$ cat config.mk
export PLATFORM = sky130hd
export DESIGN_NAME = sorted_list_priority_queue
export DESIGN_NICKNAME = d
export VERILOG_FILES = /design/src/slpq_pkg.sv /design/src/sorted_list_priority_queue.sv
export SDC_FILE = /design/constraint.sdc
export NUM_CORES = 1
export LEC_CHECK = 0
export BUFFER_PORTS_ARGS = -buffer_cell sky130_fd_sc_hd__buf_4
export CAP_MARGIN = 0
export CORE_MARGIN = 2
export CORE_UTILIZATION = 38
export DETAILED_ROUTE_END_ITERATION = 6
export PLACE_DENSITY = 0.52
export SYNTH_ARGS = -nofsm -noshare
export SYNTH_HDL_FRONTEND = slang
export SYNTH_SLANG_ARGS = --single-unit
$ cat constraint.sdc
create_clock -name clk -period 4.41 [get_ports clk]
set_clock_uncertainty 0.05 [all_clocks]
set_input_delay 0.441 -clock clk [delete_from_list [all_inputs] [get_ports clk]]
set_output_delay 0.441 -clock clk [all_outputs]
set_load 0.05 [all_outputs]
$ cat src/slpq_pkg.sv
// Package with the sizes, status codes and mode codes of the sorted-list priority queue.
`timescale 1ns / 1ps
package slpq_pkg;
    localparam int Capacity   = 16;
    localparam int ValueWidth = 16;
    localparam int IdxW       = $clog2(Capacity);
    localparam int CntW       = $clog2(Capacity + 1);

    typedef logic [ValueWidth-1:0] value_t;
    typedef logic [CntW-1:0]       count_t;
    typedef logic [IdxW-1:0]       index_t;

    localparam logic [1:0] STATUS_OK         = 2'd0;
    localparam logic [1:0] STATUS_FULL       = 2'd1;
    localparam logic [1:0] STATUS_EMPTY      = 2'd2;
    localparam logic       MODE_INSERT       = 1'b0;
    localparam logic       MODE_REMOVE       = 1'b1;
endpackage

$ cat src/sorted_list_priority_queue.sv
// Min-priority queue held as an ascending sorted list in a synchronous memory.
`timescale 1ns / 1ps
// Usage: pulse start with mode and value while busy is low. Mode 0 inserts
// value, mode 1 removes the smallest entry. For every accepted word exactly one
// result word appears for one cycle with done high: min_value, is_empty,
// is_full, entry_count and status. The receiver cannot stall the block.
// An insert walks the list from the tail, one memory read-modify-write per
// entry: each step reads entry k-1 and writes it to entry k, or the new value
// into its place. A removal walks from the head, moving entry k down to k-1.
// Each step uses the single read port and then the single write port of the
// list memory, so the next entry is not read before the last one is written.
// The next word can be taken in the cycle after the result cycle.
// After the move the head entry is read back to report the minimum. Refused
// words (insert when full, remove when empty) skip the move and go straight
// to the head read. Reset clears the count; the memory contents are not
// cleared. Entries beyond the count are never reported: entry 0 is read even
// when the list is empty, but min_value is then forced to zero.
module sorted_list_priority_queue
    import slpq_pkg::*;
(
    input  logic        clk,
    input  logic        rst_n,
    input  logic        start,
    output logic        busy,
    input  logic        mode,
    input  logic [15:0] value,
    output logic        done,
    output logic [15:0] min_value,
    output logic        is_empty,
    output logic        is_full,
    output logic [4:0]  entry_count,
    output logic [1:0]  status
);
    localparam logic [2:0] ST_IDLE  = 3'd0;
    localparam logic [2:0] ST_READ  = 3'd1;
    localparam logic [2:0] ST_MOVE  = 3'd2;
    localparam logic [2:0] ST_HEAD  = 3'd3;
    localparam logic [2:0] ST_HWAIT = 3'd4;
    localparam logic [2:0] ST_DONE  = 3'd5;

    value_t mem [Capacity];
    value_t rd_data_reg;
    logic   rd_en, wr_en;
    index_t rd_addr, wr_addr;
    value_t wr_data;

    logic [2:0] state_reg, state_next;
    count_t     cnt_reg, cnt_next;
    count_t     k_reg, k_next;
    logic       mode_reg, mode_next;
    value_t     val_reg, val_next;
    logic [1:0] stat_reg, stat_next;
    logic       done_reg, done_next;

    // Synchronous memory with one read and one write port.
    always_ff @(posedge clk)
    begin
        if (wr_en)
            mem[wr_addr] <= wr_data;
        if (rd_en)
            rd_data_reg <= mem[rd_addr];
    end

    always_ff @(posedge clk or negedge rst_n)
    begin
        if (!rst_n)
        begin
            state_reg <= ST_IDLE;
            cnt_reg   <= '0;
            done_reg  <= 1'b0;
        end
        else
        begin
            state_reg <= state_next;
            cnt_reg   <= cnt_next;
            done_reg  <= done_next;
        end
    end

    always_ff @(posedge clk)
    begin
        k_reg    <= k_next;
        mode_reg <= mode_next;
        val_reg  <= val_next;
        stat_reg <= stat_next;
    end

    // Sequencer: walks the list one entry per read/write pair.
    always_comb
    begin
        state_next = state_reg;
        cnt_next   = cnt_reg;
        k_next     = k_reg;
        mode_next  = mode_reg;
        val_next   = val_reg;
        stat_next  = stat_reg;
        done_next  = 1'b0;
        rd_en      = 1'b0;
        wr_en      = 1'b0;
        rd_addr    = '0;
        wr_addr    = '0;
        wr_data    = val_reg;
        unique case (state_reg)
            ST_IDLE:
            begin
                if (start)
                begin
                    mode_next = mode;
                    val_next  = value[ValueWidth-1:0];
                    stat_next = STATUS_OK;
                    if (mode == MODE_INSERT)
                    begin
                        if (cnt_reg == count_t'(Capacity))
                        begin
                            stat_next  = STATUS_FULL;
                            state_next = ST_HEAD;
                        end
                        else
                        begin
                            k_next     = cnt_reg;
                            state_next = ST_READ;
                        end
                    end
                    else
                    begin
                        if (cnt_reg == '0)
                        begin
                            stat_next  = STATUS_EMPTY;
                            state_next = ST_HEAD;
                        end
                        else
                        begin
                            k_next     = count_t'(1);
                            state_next = ST_READ;
                        end
                    end
                end
            end
            ST_READ:
            begin
                if (mode_reg == MODE_INSERT)
                begin
                    if (k_reg == '0)
                    begin
                        wr_en      = 1'b1;
                        wr_addr    = index_t'(0);
                        cnt_next   = cnt_reg + count_t'(1);
                        state_next = ST_HEAD;
                    end
                    else
                    begin
                        rd_en      = 1'b1;
                        rd_addr    = index_t'(k_reg - count_t'(1));
                        state_next = ST_MOVE;
                    end
                end
                else
                begin
                    if (k_reg == cnt_reg)
                    begin
                        cnt_next   = cnt_reg - count_t'(1);
                        state_next = ST_HEAD;
                    end
                    else
                    begin
                        rd_en      = 1'b1;
                        rd_addr    = index_t'(k_reg);
                        state_next = ST_MOVE;
                    end
                end
            end
            ST_MOVE:
            begin
                wr_en = 1'b1;
                if (mode_reg == MODE_INSERT)
                begin
                    // Entry k-1 is not smaller than the new value: shift it up.
                    if (rd_data_reg >= val_reg)
                    begin
                        wr_addr    = index_t'(k_reg);
                        wr_data    = rd_data_reg;
                        k_next     = k_reg - count_t'(1);
                        state_next = ST_READ;
                    end
                    else
                    begin
                        wr_addr    = index_t'(k_reg);
                        wr_data    = val_reg;
                        cnt_next   = cnt_reg + count_t'(1);
                        state_next = ST_HEAD;
                    end
                end
                else
                begin
                    wr_addr    = index_t'(k_reg - count_t'(1));
                    wr_data    = rd_data_reg;
                    k_next     = k_reg + count_t'(1);
                    state_next = ST_READ;
                end
            end
            ST_HEAD:
            begin
                rd_en      = 1'b1;
                rd_addr    = index_t'(0);
                state_next = ST_HWAIT;
            end
            ST_HWAIT:
            begin
                done_next  = 1'b1;
                state_next = ST_DONE;
            end
            ST_DONE:
            begin
                state_next = ST_IDLE;
            end
            default:
            begin
                state_next = ST_IDLE;
            end
        endcase
    end

    // Result word is presented during the ST_DONE cycle.
    assign busy        = (state_reg != ST_IDLE);
    assign done        = done_reg;
    assign min_value   = (cnt_reg == '0) ? 16'd0 : 16'(rd_data_reg);
    assign is_empty    = (cnt_reg == '0);
    assign is_full     = (cnt_reg == count_t'(Capacity));
    assign entry_count = 5'(cnt_reg);
    assign status      = stat_reg;
endmodule

; ---- Yosys cells after proc, flatten, opt, wreduce, memory -nomap -nowiden
; Memories as Yosys holds them, arrays and structs flattened. A register that Yosys moved wholly into a read port is not among the register bits.
; Cells that the tools add are included.
[op_classes]
shifts = 0
n_lt_le_gt_ge = 1
div = 0
mul = 0
mux = 46
n_reduce_logical = 9
n_bitwise = 0
n_eq_ne = 14
addsub = 4
[ops]
columns = op, n
row1 = $mux W16, 4
row2 = $mux W5, 11
row3 = $mux W4, 6
row4 = $pmux W5 S2, 2
row5 = $ge A16 B16 Y1, 1
row6 = $ne A3 B3 Y1 const B, 5
row7 = $pmux W3 S5, 1
row8 = $mux W3, 4
row9 = $mux W1, 11
row10 = $add A5 B1 Y5 const B, 2
row11 = $logic_not A5 Y1, 2
row12 = $mux W2, 5
row13 = $reduce_and A5 Y1, 2
row14 = $sub A5 B1 Y5 const B, 2
row15 = $eq A3 B2 Y1 const B, 2
row16 = $ne A2 B2 Y1 const B, 3
row17 = $eq A5 B5 Y1, 1
row18 = $eq A5 B5 Y1 const B, 1
row19 = $pmux W1 S2, 2
row20 = $reduce_bool A2 Y1, 2
row21 = $eq A3 B1 Y1 const B, 1
row22 = $eq A3 B3 Y1 const B, 1
row23 = $logic_not A3 Y1, 1
row24 = $reduce_bool A3 Y1, 1
row25 = $reduce_and A2 Y1, 1
[word_totals]
ramBits = 256
latchBits = 0
n_memories = 1
wordCells = 82
output_inout_bits = 27
ff_bits = 33
romBits = 0
[mem_list]
columns = name, words, word_bits, read_ports, rd_ports_with_merged_regs, wr, line
row1 = mem, 16, 16, 1, 1, 1, sorted_list_priority_queue.sv:41  ; value_t mem [Capacity];

; ---- Depth between registers and ports, before layout
[logic_depth]
ltp_word = 6
mapped_depth = 12
mapped_depth_nobuf = 9

; ---- Least setup slack after synthesis
; Ideal clock, no wire load.
[synth_path]
path_type = register to register
start = register k_reg[0]
end = memory mem[0][0] (netlist name), enable pin
slack_ps = 1106
setup_ps = 388
stages_incl_launch_ff = 10
arrival_ps = 2865
synth_period_minus_slack_ps = 3304
path_buffers = 1
cell_sequence = edfxtp_1 inv_1 ha_1 clkbuf_1 inv_1 or4_1 nor2_1 a31oi_1 or2_2 nor2_1
[synth_between]
elab_chain_cells = 6
[synth_lines]
columns = element, line
row1 = start: declaration, sorted_list_priority_queue.sv:49  ; count_t k_reg, k_next;
row2 = start signal: assignment, sorted_list_priority_queue.sv:82  ; k_reg <= k_next;
row3 = $logic_not A5 Y1, sorted_list_priority_queue.sv:143  ; if (k_reg == '0)
row4 = $mux W1, sorted_list_priority_queue.sv:143
row5 = $mux W1, sorted_list_priority_queue.sv:141  ; if (mode_reg == MODE_INSERT)
row6 = $pmux W1 S2, sorted_list_priority_queue.sv:103  ; unique case (state_reg)
row7 = $mux W1, sorted_list_priority_queue.sv:58  ; if (wr_en)
row8 = $mux W1 (not written as such), sorted_list_priority_queue.sv:59  ; mem[wr_addr] <= wr_data;
row9 = end: declaration, sorted_list_priority_queue.sv:41
; Parallel ways exist; a longest one is shown, timed or not.

; ---- Final worst setup path
[layout_path]
start = register k_reg[0]
end = register rd_data_reg[13] (read register of mem) (data pin)
[layout_between]
elab_chain_cells = 4
[layout_lines]
columns = element, line
row1 = "$sub A5 B1 Y5, or another cell as far along", sorted_list_priority_queue.sv:153  ; rd_addr = index_t'(k_reg - count_t'(1));
row2 = "$mux W4, or another cell as far along", sorted_list_priority_queue.sv:143
row3 = $mux W4 or $mux W1 (tied branches), sorted_list_priority_queue.sv:141
row4 = $mux W4 or $pmux W1 S2 (tied branches), sorted_list_priority_queue.sv:103
row5 = end: declaration, sorted_list_priority_queue.sv:42  ; value_t rd_data_reg;
; Parallel ways exist; a longest one is shown, timed or not.
; A chain may end at the register's enable or synchronous reset.

==> impl_metrics.tcl <==
set metrics [dict create \
    leakage_nw 5.49 \
    yosysSeqAreaShare 0.679 \
    crit_start "k_reg[0]$_DFFE_PP_" \
    synth_edf_count 296 \
    required_ns 4.58 \
    die_area_sq_mm 0.0368 \
    holdWs_ns 0.0540 \
    drc 0 \
    layout_common_cells "edfxtp_1 (296), nand3_1 (117), buf_4 (81), o21ai_0 (74), mux2i_1 (50)" \
    total_power_mw 10.7 \
    yosysTopAreaCell "edfxtp_1" \
    fp-row-count 68 \
    finalNetCount 1045 \
    final_util 0.446 \
    ioPinCount 47 \
    finalSetupViolCount 0 \
    antenna_found_initial 0 \
    synth-xor-area-share 0.00914 \
    grt_pass1_wl_microns 49900 \
    postPlaceCellArea_sq_mm 0.0144 \
    antenna_cells 0 \
    place_inst 1421 \
    yosys-top-cells-area "edfxtp_1 (66%), nand3_1 (4.4%), mux2i_1 (3.7%)" \
    tightest_slew_ns 1.10 \
    drt-initial-drc-count 576 \
    netlist-cell-type-count 61 \
    regArea_sq_mm 0.00911 \
    powerDensity_mw_per_mm2 691 \
    worst-endpoint-arrival_ns 3.90 \
    cts_hold_buf 1 \
    ys_async_sr_fraction 0.0295 \
    dr.pass1.iters 6 \
    synth_mux_area_frac 0.0675 \
    grt_pass1_vias 8046 \
    yosys_warnings 0 \
    ant_nets 0 \
    die_w_microns 192 \
    synth_top_area_frac 0.662 \
    maxCapViolations 0 \
    synthCells 945 \
    worstReg2RegStart "k_reg[0]$_DFFE_PP_" \
    dp_hpwl_microns 19600 \
    overflow 0 \
    htree_num_levels 2 \
    hold_class "primary input to flop" \
    cts.sinks 305 \
    grt.total_usage 0.182 \
    vias 8235 \
    drive_gt1_frac 0.192 \
    fillers 3089 \
    gp_congestion 0.760 \
    synth_area_per_cell_sq_um 14.2 \
    multiInputGateArea_sq_mm 0.00399 \
    grt_max_degree 65 \
    irDropWorstVdd_uv 473 \
    final_common_cell "edfxtp_1" \
    wl_per_cell_microns 22.3 \
    synthAdderAreaFrac 0.0205 \
    finalNonFillerCells 1480 \
    path_class "flop to flop" \
    post-route-min-period_ns 3.73 \
    initial_utilization 0.388 \
    root_buffer "clkbuf_16" \
    slew_violations 0 \
    syn-num-nets 987 \
    synth_ff_type "edfxtp_1" \
    via_per_inst 5.56 \
    design_area_sq_mm 0.0155 \
    core_sq_mm 0.0346 \
    min_from "value[8]" \
    setup_tns_ns 0 \
    fmax_mhz 268 \
    status "finished clean" \
    syn_area_sq_mm 0.0134 \
    cts.path.max_buffers 3 \
    tritoncts "done" \
    cts_setup_buffers 0 \
    pre_cts_ws_ns 0.786 \
    yosys_register_bits 305 \
    finalWirelength_microns 33000 \
    cts_inserted_buffers 34 \
    crit_fanout 37 \
    synth_top_family_by_area "compound AO/OA/AOI/OAI gates" \
    rsz0062_at_grt "false" \
    cts.reportedPaths.clkPinSlew_ns 0.06 \
    critPathLaunchType "flop" \
    io_buffers 46 \
    fin_ws_ns 0.678 \
    die_h_microns 192 \
    post-route-period-util 0.846 \
    final_hold_viol_count 0 \
    clock_latency_ns 0.51 \
    synth_simple_gate_area_frac 0.0890 \
    largest_reg_flops 256 \
    ctsResizeCount 0 \
    critPathCaptureType "flop" \
    syn_to_final_growth_pct 15.2 \
    synth_compound_area_frac 0.107 \
    slew-limit-headroom 0.264 \
]
[synthesized netlist by cell type, drive strengths merged (4+ instances only)]
cell type	number
edfxtp	296
nand3	117
o21ai	75
mux2i	51
clkbuf	46
nor2	44
a211oi	34
mux2	34
inv	27
ha	22
o2111ai	18
buf	17
nor2b	17
a311oi	16
o22a	16
nand2	11
xnor2	11
a21oi	10
dfrtp	9
a21o	8
nor3	6
nand4	5
o211ai	5
or3	5
nand2b	4
nor3b	4
o22ai	4
o31ai	4
[power by group]
group	internal, mW	total (mW)	switching [mW]	leakage [nW]
registers	3.86	4.11	0.256	2.80
logic	1.31	3.96	2.65	2.20
clock network	1.51	2.60	1.09	0.502
[cells by family after synthesis]
group | after synthesis
AND/OR/NAND/NOR | 230
flip-flops | 305
buffers and inverters | 90
adder cells (fa/ha/maj) | 22
multiplexers | 85
XOR/XNOR | 14
AO/OA/AOI/OAI | 199
[final timing paths]
kind,depth (start not counted),slack (ns),to
worst min-delay path,1,0.05,val_reg[8]$_DFFE_PP_
worst max register to register,10,0.68,rd_data_reg[13]$_DFFE_PP_
max in group asynchronous,2,3.92,done$_DFF_PN0_
worst min register to register,1,0.55,entry_count[4]$_DFFE_PN0P_
min in group asynchronous,2,0.25,entry_count[3]$_DFFE_PN0P_
worst max-delay path,10,0.68,rd_data_reg[13]$_DFFE_PP_
[routing by layer]
| layer | track usage | wire length, microns |
|---|---|---|
| met2 | 0.294 | 15600 |
| met3 | 0.0234 | 1520 |
| met4 | 0.0506 | 601 |
| met5 | 0 | 0 |
| met1 | 0.258 | 15300 |
[critical path: stages (launching register included)]
cell and delay (ns):
edfxtp_1 0.49, inv_1 0.25, ha_1 0.43, nor4b_1 0.46, or2_4 0.26, nor2_4 0.15
buf_4 0.26, o21ai_0 0.19, nand3_1 0.11, a311oi_1 0.58, o2111ai_2 0.17
[area by class of cell]
cell class / instances / area share
multi-input combinational: 550 / 0.258
clock inverter: 15 / 0.00672
tap: 455 / 0.0368
clock buffer: 43 / 0.0586
inverter: 27 / 0.00656
sequential: 305 / 0.590
timing repair buffer: 85 / 0.0439
Power figures use the tool's default switching activity.
